<file path="config.mk">
export PLATFORM = sky130hd
export DESIGN_NAME = addressable_led_strip_sender
export DESIGN_NICKNAME = d
export VERILOG_FILES = /design/src/hw/rtl/alss_pkg.sv /design/src/hw/rtl/addressable_led_strip_sender.sv /design/src/hw/rtl/alss_duty.sv
export SDC_FILE = /design/constraint.sdc
export NUM_CORES = 2
export LEC_CHECK = 0
export BUFFER_PORTS_ARGS = -buffer_cell sky130_fd_sc_hd__buf_4
export CAP_MARGIN = 40
export CORE_MARGIN = 2
export CORE_UTILIZATION = 60
export DETAILED_ROUTE_END_ITERATION = 10
export PLACE_DENSITY = 0.83
export SLEW_MARGIN = 20
export SYNTH_ARGS = -nofsm -noshare
export SYNTH_HDL_FRONTEND = slang
export SYNTH_SLANG_ARGS = --single-unit
</file>
<file path="constraint.sdc">
create_clock -name clock -period 10.9 [get_ports clock]
set_clock_uncertainty 0.05 [all_clocks]
set_input_delay 2.18 -clock clock [delete_from_list [all_inputs] [get_ports clock]]
set_output_delay 2.18 -clock clock [all_outputs]
set_load 0.005 [all_outputs]
</file>
<file path="src/hw/rtl/alss_pkg.sv">
// Package for the addressable LED strip sender: sizes, field layout,
// command and register codes. No dependencies.
package alss_pkg;

   localparam int LED_COUNT = 64;
   localparam int LED_W = (LED_COUNT > 1) ? $clog2(LED_COUNT) : 1;
   localparam logic [10:0] LED_COUNT_L = 11'(LED_COUNT);
   localparam logic [LED_W-1:0] LED_LAST = LED_W'(LED_COUNT - 1);

   localparam int COLOR_W = 24;
   localparam int BIT_W = 5;
   localparam logic [BIT_W-1:0] BIT_MSB = BIT_W'(COLOR_W - 1);

   localparam int TOP_W = 16;
   localparam int RP_W = 8;
   localparam int INDEX_W = 10;
   localparam int CHAN_W = 8;

   // request tdata layout, lowest bit first
   localparam int REQ_DATA_W = 40;
   localparam int IDX_LO = 0;
   localparam int RED_LO = IDX_LO + INDEX_W;
   localparam int GRN_LO = RED_LO + CHAN_W;
   localparam int BLU_LO = GRN_LO + CHAN_W;

   // request kinds carried in tuser
   localparam int FUNC_W = 2;
   localparam logic [FUNC_W-1:0] FUNC_WRITE = 2'd0;
   localparam logic [FUNC_W-1:0] FUNC_SHOW = 2'd1;
   localparam logic [FUNC_W-1:0] FUNC_TICK = 2'd2;

   // configuration register indexes
   localparam int CSR_INDEX_W = 1;
   localparam logic [CSR_INDEX_W-1:0] CSR_PERIOD_TOP = 1'd0;
   localparam logic [CSR_INDEX_W-1:0] CSR_RESET_PERIODS = 1'd1;
   localparam int CSR_DATA_W = 16;

   localparam logic [TOP_W-1:0] PERIOD_TOP_RST = 16'd104;
   localparam logic [RP_W-1:0] RESET_PERIODS_RST = 8'd100;

   // x/3 == (x * DIV3_RECIP) >> DIV3_SHIFT, exact for x < 2**19
   localparam logic [17:0] DIV3_RECIP = 18'd174763;
   localparam int DIV3_SHIFT = 19;

endpackage

</file>
<file path="src/hw/rtl/addressable_led_strip_sender.sv">
// Addressable LED strip sender top level: pixel store, frame sequencer and
// duty output stage. Depends on alss_pkg and alss_duty.
//
// Keeps one GRB colour word per LED in a single-port synchronous memory
// (64 x 24) with a written flag per LED held in flops and cleared at reset.
// Request beats: kind FUNC_WRITE stores a pixel (indexes at or beyond the
// LED count are dropped), FUNC_SHOW arms a frame when idle, FUNC_TICK marks
// the start of a bit period and always yields one response beat carrying
// the PWM compare value for that period. A frame is all LEDs, 24 bits each,
// green first, MSB first, then reset_periods zero-duty latch periods; tlast
// marks the final latch period. Unwritten LEDs send zero duty. One request
// beat is taken per cycle; a tick's response passes through the memory read
// register and then the duty calculation into the output register. Stalls on
// the response side hold the pipeline, and request tready falls only when the
// stage behind the memory is full and blocked. The configuration port is
// always ready; users write it with the block idle (the block does not check).
module addressable_led_strip_sender (
   input  logic                                  clock,
   input  logic                                  reset,
   // request stream
   input  logic                                  req_tvalid,
   output logic                                  req_tready,
   input  logic [alss_pkg::REQ_DATA_W-1:0]       req_tdata,  // led_index, red, green, blue, zero pad
   input  logic [alss_pkg::FUNC_W-1:0]           req_tuser,  // func
   // response stream
   output logic                                  rsp_tvalid,
   input  logic                                  rsp_tready,
   output logic [alss_pkg::TOP_W-1:0]            rsp_tdata,  // duty
   output logic                                  rsp_tlast,  // frame_last
   // configuration writes
   input  logic                                  csr_valid,
   output logic                                  csr_ready,
   input  logic [alss_pkg::CSR_INDEX_W-1:0]      csr_index,
   input  logic [alss_pkg::CSR_DATA_W-1:0]       csr_data
);

   // configuration
   logic [alss_pkg::TOP_W-1:0] period_top_ff, period_top_in;
   logic [alss_pkg::RP_W-1:0]  reset_periods_ff, reset_periods_in;

   // pixel store
   logic [alss_pkg::COLOR_W-1:0] pixel_mem [alss_pkg::LED_COUNT];
   logic [alss_pkg::COLOR_W-1:0] pixel_q_ff;
   logic [alss_pkg::LED_COUNT-1:0] written_ff, written_in;

   // frame sequencer
   logic                         sending_ff, sending_in;
   logic                         latch_ff, latch_in;   // in latch (reset) periods
   logic [alss_pkg::LED_W-1:0]   led_ff, led_in;
   logic [alss_pkg::BIT_W-1:0]   bit_ff, bit_in;       // counts 23 down to 0
   logic [alss_pkg::RP_W-1:0]    latch_cnt_ff, latch_cnt_in;

   // stage behind the memory read
   logic                         s1_valid_ff, s1_valid_in;
   logic                         s1_data_ff;           // data period of a frame
   logic                         s1_written_ff;
   logic                         s1_last_ff;
   logic [alss_pkg::BIT_W-1:0]   s1_bit_ff;

   // output register
   logic                         rsp_valid_ff, rsp_valid_in;
   logic [alss_pkg::TOP_W-1:0]   rsp_duty_ff;
   logic                         rsp_last_ff;

   // request fields
   logic [alss_pkg::INDEX_W-1:0] idx;
   logic [alss_pkg::CHAN_W-1:0]  red, green, blue;
   logic                         req_fire, wr_fire, show_fire, tick_fire;
   logic                         idx_ok;
   logic                         s1_move;
   logic                         tick_last;
   logic [alss_pkg::RP_W:0]      rp_eff, latch_next;
   logic                         s1_one;
   logic [alss_pkg::TOP_W-1:0]   code;

   assign idx   = req_tdata[alss_pkg::IDX_LO +: alss_pkg::INDEX_W];
   assign red   = req_tdata[alss_pkg::RED_LO +: alss_pkg::CHAN_W];
   assign green = req_tdata[alss_pkg::GRN_LO +: alss_pkg::CHAN_W];
   assign blue  = req_tdata[alss_pkg::BLU_LO +: alss_pkg::CHAN_W];

   // handshakes
   assign s1_move   = !rsp_valid_ff || rsp_tready;
   assign req_tready = !s1_valid_ff || s1_move;
   assign req_fire  = req_tvalid && req_tready;
   assign wr_fire   = req_fire && (req_tuser == alss_pkg::FUNC_WRITE);
   assign show_fire = req_fire && (req_tuser == alss_pkg::FUNC_SHOW);
   assign tick_fire = req_fire && (req_tuser == alss_pkg::FUNC_TICK);
   assign idx_ok    = {1'b0, idx} < alss_pkg::LED_COUNT_L;
   assign csr_ready = 1'b1;

   // config registers
   always_comb begin
      period_top_in = period_top_ff;
      reset_periods_in = reset_periods_ff;
      if (csr_valid) begin
         case (csr_index)
            alss_pkg::CSR_PERIOD_TOP: period_top_in = csr_data;
            alss_pkg::CSR_RESET_PERIODS: reset_periods_in = csr_data[alss_pkg::RP_W-1:0];
            default: ;
         endcase
      end
   end

   // a latch length of zero counts as one
   assign rp_eff = (reset_periods_ff == '0) ? 9'd1 : {1'b0, reset_periods_ff};
   assign latch_next = {1'b0, latch_cnt_ff} + 9'd1;
   assign tick_last = sending_ff && latch_ff && (latch_next >= rp_eff);

   // frame sequencer
   always_comb begin
      sending_in = sending_ff;
      latch_in = latch_ff;
      led_in = led_ff;
      bit_in = bit_ff;
      latch_cnt_in = latch_cnt_ff;
      if (show_fire && !sending_ff) begin
         sending_in = 1'b1;
         latch_in = 1'b0;
         led_in = '0;
         bit_in = alss_pkg::BIT_MSB;
         latch_cnt_in = '0;
      end else if (tick_fire && sending_ff) begin
         if (!latch_ff) begin
            if (bit_ff == '0) begin
               bit_in = alss_pkg::BIT_MSB;
               if (led_ff == alss_pkg::LED_LAST) begin
                  latch_in = 1'b1;
                  latch_cnt_in = '0;
               end else begin
                  led_in = led_ff + 1'b1;
               end
            end else begin
               bit_in = bit_ff - 1'b1;
            end
         end else if (tick_last) begin
            sending_in = 1'b0;
            latch_in = 1'b0;
         end else begin
            latch_cnt_in = latch_next[alss_pkg::RP_W-1:0];
         end
      end
   end

   // written flags
   always_comb begin
      written_in = written_ff;
      if (wr_fire && idx_ok) begin
         written_in[idx[alss_pkg::LED_W-1:0]] = 1'b1;
      end
   end

   // pixel memory: write on a pixel beat, read on every tick
   always_ff @(posedge clock) begin
      if (wr_fire && idx_ok) begin
         pixel_mem[idx[alss_pkg::LED_W-1:0]] <= {green, red, blue};
      end
      if (tick_fire) begin
         pixel_q_ff <= pixel_mem[led_ff];
      end
   end

   assign s1_valid_in = tick_fire || (s1_valid_ff && !s1_move);

   // tick payload alongside the memory read
   always_ff @(posedge clock) begin
      if (tick_fire) begin
         s1_data_ff <= sending_ff && !latch_ff;
         s1_written_ff <= written_ff[led_ff];
         s1_last_ff <= tick_last;
         s1_bit_ff <= bit_ff;
      end
   end

   // duty for the stored bit
   assign s1_one = pixel_q_ff[s1_bit_ff];

   alss_duty u_duty (
      .period_top (period_top_ff),
      .one_bit    (s1_one),
      .code       (code)
   );

   assign rsp_valid_in = (s1_valid_ff && s1_move) || (rsp_valid_ff && !rsp_tready);

   always_ff @(posedge clock) begin
      if (s1_valid_ff && s1_move) begin
         rsp_duty_ff <= (s1_data_ff && s1_written_ff) ? code : '0;
         rsp_last_ff <= s1_last_ff;
      end
   end

   // control state
   always_ff @(posedge clock) begin
      if (reset) begin
         period_top_ff <= alss_pkg::PERIOD_TOP_RST;
         reset_periods_ff <= alss_pkg::RESET_PERIODS_RST;
         written_ff <= '0;
         sending_ff <= 1'b0;
         latch_ff <= 1'b0;
         led_ff <= '0;
         bit_ff <= alss_pkg::BIT_MSB;
         latch_cnt_ff <= '0;
         s1_valid_ff <= 1'b0;
         rsp_valid_ff <= 1'b0;
      end else begin
         period_top_ff <= period_top_in;
         reset_periods_ff <= reset_periods_in;
         written_ff <= written_in;
         sending_ff <= sending_in;
         latch_ff <= latch_in;
         led_ff <= led_in;
         bit_ff <= bit_in;
         latch_cnt_ff <= latch_cnt_in;
         s1_valid_ff <= s1_valid_in;
         rsp_valid_ff <= rsp_valid_in;
      end
   end

   assign rsp_tvalid = rsp_valid_ff;
   assign rsp_tdata = rsp_duty_ff;
   assign rsp_tlast = rsp_last_ff;

endmodule

</file>
<file path="src/hw/rtl/alss_duty.sv">
// Duty code for one bit period: one third or two thirds of the period,
// clamped to [1, top]. Depends on alss_pkg.
module alss_duty (
   input  logic [alss_pkg::TOP_W-1:0] period_top,
   input  logic                       one_bit,
   output logic [alss_pkg::TOP_W-1:0] code
);

   logic [16:0] period_len;
   logic [17:0] numer;
   logic [35:0] prod;
   logic [16:0] quot;

   assign period_len = {1'b0, period_top} + 17'd1;
   assign numer = one_bit ? {period_len, 1'b0} : {1'b0, period_len};
   assign prod = numer * alss_pkg::DIV3_RECIP;
   assign quot = prod[35:alss_pkg::DIV3_SHIFT];

   always_comb begin
      if (quot == 17'd0) begin
         code = 16'd1;
      end else if (quot > {1'b0, period_top}) begin
         code = period_top;
      end else begin
         code = quot[15:0];
      end
   end

endmodule

</file>
=== Word level (Yosys, flattened, before mapping) ===
Memory sizes are Yosys's and may differ from the RTL's. A register that Yosys moved wholly into a read port is not among the register bits.
Cells that the tools add are included.
W data, S select, Z words.

* Memories: 1
* Latch bits: 0
* Register bits after elaboration: 136
* Bits in read-only memories: 0
* Logic and storage cells: 106
* Memory bits (writable): 1536
* Input bits: 64

* Bitwise logic cells: 5
* Div/mod/pow operators: 0
* Reduce and logical (&&, ||, !) cells: 42
* Muxes and demuxes: 25
* Shifts and indexed selects: 0
* Add/subtract/negate cells: 4
* Multipliers: 1
* $lt $le $gt $ge: 7
* Equal/unequal tests: 4

{| class="wikitable"
|+ Memories
! name !! depth !! width !! read ports !! clocked after Yosys merged registers in !! write ports !! RTL line !! text
|-
| pixel_mem || 64 || 24 || 1 || 1 || 1 || addressable_led_strip_sender.sv:42 || <nowiki>logic [alss_pkg::COLOR_W-1:0] pixel_mem [alss_pkg::LED_COUNT];</nowiki>
|}

{| class="wikitable"
|+ Operator list
! operator !! count
|-
| $or A64 B64 Y64 || 1
|-
| $mux W8 || 5
|-
| $mul A18 B18 Y36 const B || 1
|-
| $mux W18 || 1
|-
| $add A16 B1 Y17 const B || 1
|-
| $gt A17 B16 Y1 || 1
|-
| $logic_not A17 Y1 || 1
|-
| $mux W16 || 1
|-
| $logic_and A1 B1 Y1 || 15
|-
| $lt A6 B7 Y1 const B || 2
|-
| $mux W1 || 14
|-
| $lt A10 B7 Y1 const B || 1
|-
| $reduce_bool A2 Y1 || 5
|-
| $add A8 B1 Y9 const B || 1
|-
| $ge A9 B8 Y1 || 1
|-
| $logic_not A8 Y1 || 1
|-
| $reduce_and A4 Y1 || 2
|-
| $add A6 B1 Y6 const B || 1
|-
| $bmux W1 S6 || 1
|-
| $demux W1 S6 || 1
|-
| $eq A6 B6 Y1 const B || 1
|-
| $ge A6 B1 Y1 const B || 1
|-
| $logic_not A1 Y1 || 6
|-
| $lt A5 B6 Y1 const B || 1
|-
| 13 further kinds || 22
|}

=== Depth between registers and ports, before layout ===
* Word-level depth: 8
* Depth in mapped cells: 40

=== Modules after synthesis ===
A second synthesis with hierarchy kept.

* Cell total of the unflattened synthesis: 4063
* Area, all modules: 72568.3 um^2

{| class="wikitable"
|+ By module, submodules not included
! module !! cells an instance !! seq. area each (um^2) !! area an instance (um^2) !! instances
|-
| addressable_led_strip_sender || 3201 || 49817.8 || 65310.1 || 1
|-
| alss_duty || 862 || 0.0 || 7258.2 || 1
|}

=== Worst setup path before layout ===
OpenSTA, ideal clock, no wires.

* Path type: register to register
* From: register s1_bit_ff[0] (netlist bit)
* To: register rsp_duty_ff (netlist bit rsp_tdata[1]) (data pin)
* Required time: 10584 ps
* Slack: 963 ps
* Setup time: 266 ps
* Clock period less this slack: 9937 ps
* Cell stages (with the launch flop): 39
* Data arrival time: 9621 ps
* Path buffers: 5
* Cell sequence: edfxtp_1 clkbuf_1 mux4_2 mux4_2 mux2i_1 clkbuf_1 clkbuf_1 a21oi_1 o21ai_0 nand3_1 ha_1 inv_1 fa_1 fa_1 inv_1 fa_1 fa_1 inv_1 [... 3 more ...] clkbuf_1 a21oi_1 o211ai_1 and4_1 or4_4 a31oi_1 xnor2_1 ha_1 and3_1 nand3_1 a21oi_1 o21ai_0 a31oi_1 a2111oi_0 nor2_1 buf_1 mux2i_1 nor3_2

* Cells in the longest elaborated chain, start to end: 6
* Elaborated cells between the ends (all ways): 8
* Classes of those cells: mul: 1; order compare: 1; mux: 4; reduce/logical: 2

{| class="wikitable"
|+ RTL lines
! item !! RTL line !! text
|-
| from (decl) || addressable_led_strip_sender.sv:58 || <nowiki>logic [alss_pkg::BIT_W-1:0] s1_bit_ff;</nowiki>
|-
| from (signal assigned) || addressable_led_strip_sender.sv:170 || <nowiki>s1_bit_ff <= bit_ff;</nowiki>
|-
| $bmux W1 S5 * || addressable_led_strip_sender.sv:175 || <nowiki>assign s1_one = pixel_q_ff[s1_bit_ff];</nowiki>
|-
| $mux W1 (not written as such) * || addressable_led_strip_sender.sv:175 ||
|-
| $mux W18 * || alss_duty.sv:15 || <nowiki>assign numer = one_bit ? {period_len, 1'b0} : {1'b0, period_len};</nowiki>
|-
| $mul A18 B18 Y36 * || alss_duty.sv:16 || <nowiki>assign prod = numer * alss_pkg::DIV3_RECIP;</nowiki>
|-
| $gt A17 B16 Y1 or $logic_not A17 Y1 (tied branches) || alss_duty.sv:22, alss_duty.sv:20 ||
|-
| $mux W16 or $reduce_or A2 Y1 (tied branches) || -- ||
|-
| to (signal assigned) || addressable_led_strip_sender.sv:187 || <nowiki>rsp_duty_ff <= (s1_data_ff && s1_written_ff) ? code : '0;</nowiki>
|-
| to (decl) || addressable_led_strip_sender.sv:62 || <nowiki>logic [alss_pkg::TOP_W-1:0] rsp_duty_ff;</nowiki>
|}

Every way passes the cells marked *; elsewhere a longest branch is shown, timed or not. The select of a mux whose other input is x is not followed.
A chain may end at the register's enable or synchronous reset.

=== Final worst setup path ===
* From: register s1_bit_ff[0] (netlist bit)
* To: register rsp_duty_ff (netlist bit rsp_tdata[7]) (data pin)

The elaborated chain is that of the path after synthesis.

==> flow_summary.ini <==
[run_status]
status = finished clean

[drt]
drt-total-wl_um = 214000
vias_per_cell = 7.00
dr.pass1.iters = 6
ant_nets = 0
drtIter0Drc = 6426
wl_per_cell_um = 37.4
route.detailed.drc = 0
vias = 40000

[timing]
finalHoldViolCount = 0
period_needed_ns = 10.35
tightestPinTransition_ns = 1.01
final-setup-viol-count = 0
report.final.slew_viol_count = 0
setup-tns-final_ns = 0
relSlewSlack_pct = 32.8
hold_ws_ns = 0.370
clock.fmax_mhz = 96.6
finalCritPeriodShare_pct = 95.0
grt_setup_unrepaired = no

[layout]
area_delta_synth_final_pct = 14.2
layout.cells.non_filler = 5712
drive_gt1_share_pct = 26.6
final_common_cell = edfxtp_1
mostFrequentLayoutCells = edfxtp_1, mux4_2, inv_1, ha_1, clkbuf_16
layout.nets = 4315

[logic_synthesis]
yosys.area.top_type = edfxtp_1
synth_cell_type_count = 74
synth_edf_count = 1585
yosysTopAreaCellShare_pct = 65.9
synth_area_leaders = edfxtp_1, mux4_2, ha_1
syn_area_sq_um = 72200
syn-instance-count = 3744
synthesis.nets = 4100
yosysWarnings = 0
ys_ff_latch = 1696
synthArstFlopShare_pct = 0
synth_flop_cell = edfxtp_1
postSynthAreaPerCell_sq_um = 19.3
ys_seq_area_share_pct = 69.0

[placement]
placed_cells = 5394
port_buffers = 76
hpwl_um = 117000
gp_congestion = 0.913

[global_route]
grt.met3_usage_pct = 8.43
grt_max_degree = 125
busiest_layer = met2
grt_pass1_vias = 40500
grt.total_usage_pct = 35.2
grt_pass1_wl_um = 300000
grt-ovfl-total = 0
grt_use_met2_pct = 57.4
antenna_found_initial = 13
grt_use_met1_pct = 42.9

[setup_path]
end_kind = flip-flop
path_max_fanout = 43
start_kind = flip-flop
criticalPathCategory = flip-flop to flip-flop
crit_slowest_cell = fa_1
cp_slowest_stage_delay_ns = 0.55
crit_top_cell = o21ai_0
reg2reg_depth = 37
cp.required_ns = 11.47
cp.arrival_ns = 10.92

[floorplan]
rows = 127
chipHeight_um = 351
die_x_um = 351
core_sq_um = 120000
fp.dieArea_sq_um = 123000
initial_core_util_pct = 60.4
pin_count = 84

[job]
maxCapViolCount = 0

[cts]
htreeDepth = 4
clock_path_buffers = 3
path_clk_slew_ns = 0.06
hold_buffers = 0
cts_buffers = 164
clk_latency_ns = 0.81
cts_tree = done
cts.sinks = 1696
cts-root-buf = clkbuf_16

[power]
power.leakage_uw = 0.0270
p_total_uw = 15300
ir_drop_mv = 0.212
power_density_nw_per_um2 = 185

[min_path]
min_path_type = flip-flop to flip-flop
worstHoldPathCells = 0
-- sequential cells by signal (all words and copies together) (netlist names) --
name / flops
s1_bit_ff: 5
s1_valid_ff: 1
s1_last_ff: 1
sending_ff: 1
led_ff: 6
rsp_tdata: 16
reset_periods_ff: 8
latch_cnt_ff: 8
bit_ff: 5
pixel_mem: 1536
rsp_tvalid: 1
period_top_ff: 16
written_ff: 64
s1_data_ff: 1
latch_ff: 1
pixel_q_ff: 24
s1_written_ff: 1
rsp_tlast: 1
-- cells in the mapped netlist, types with 6 or more instances --
| master | n |
|---|---|
| inv_1 | 280 |
| a2111oi_0 | 6 |
| nor2_1 | 228 |
| o21ai_0 | 47 |
| a21oi_1 | 70 |
| fa_1 | 108 |
| or3_1 | 6 |
| nand2_1 | 113 |
| edfxtp_1 | 1585 |
| nand4_1 | 11 |
| dfxtp_1 | 111 |
| mux4_2 | 532 |
| and3_1 | 9 |
| nand2b_1 | 7 |
| o211ai_1 | 6 |
| buf_1 | 43 |
| clkbuf_1 | 120 |
| nand3_1 | 26 |
| mux2i_1 | 20 |
| o21ba_2 | 14 |
| xor2_1 | 13 |
| nor4_1 | 7 |
| a21o_1 | 10 |
| nand3b_1 | 9 |
| nor3_1 | 31 |
| xnor2_1 | 21 |
| ha_1 | 184 |
| and2_1 | 9 |
| nor2b_1 | 10 |
| a31oi_1 | 12 |
-- report_power, final --
group          leakage (uW)  internal [uW]  switching (uW)
registers            0.0151           7120            11.2
clock network       0.00258           3140            2660
logic               0.00927            889            1450
-- path summary, 6_finish.rpt --
kind | from | to | slack, ns
worst max-delay path | s1_bit_ff[0] | rsp_tdata[7] | 0.55
worst min-delay path | s1_last_ff | rsp_tlast | 0.37
worst max register to register | s1_bit_ff[0] | rsp_tdata[7] | 0.55
worst min register to register | s1_last_ff | rsp_tlast | 0.37
-- stage by stage --
stage               setup WS [ns]  area, sq um  utilization, %
floorplan                   0.963        72200               -
global placement            0.420        75200            62.8
detailed placement          0.381        77000            64.3
CTS                         0.249        82300            68.8
global route             0.000174        82500            68.9
finish                      0.548        82500            68.9
-- final cells by class --
cell class | instances | area, sq um
clock buffer | 216 | 4460
inverter | 280 | 1050
multi-input combinational | 1602 | 21200
timing repair buffer | 215 | 3040
tap | 1612 | 2020
clock inverter | 83 | 852
antenna | 8 | 20.0
fill | 6780 | 37200
sequential | 1696 | 49800
-- metal layers --
layer | up-vias | wire length (um)
li1 | 15300 | -
met1 | 20500 | 68600
met2 | 3397 | 106000
met3 | 763 | 24000
met4 | 22 | 15100
met5 | - | 220
-- cell families after synthesis --
kind of cell	synth area share, %
adder cells (fa/ha/maj)	6.18
buffers and inverters	2.34
other	0.00519
flip-flops	69.0
AO/OA/AOI/OAI	2.06
multiplexers	16.9
AND/OR/NAND/NOR	3.12
XOR/XNOR	0.412
-- repair_timing --
action	4_1_cts	5_1_grt
setup buffers	0	2
setup endpoints to repair	0	10
resized for setup	0	2
-- worst max-delay path: cells and delay by family (launching register included) --
kind | cells | cell delay, ns
AOI/OAI and AO/OA | 13 | 2.86
xor gates and xnor gates | 1 | 0.28
adders and majority gates | 8 | 3.34
buffers and inverters | 8 | 1.03
DFF | 1 | 0.37
muxes | 3 | 1.34
and+or+nand+nor | 4 | 0.95
Note: power is estimated with default switching activity, not from simulation.
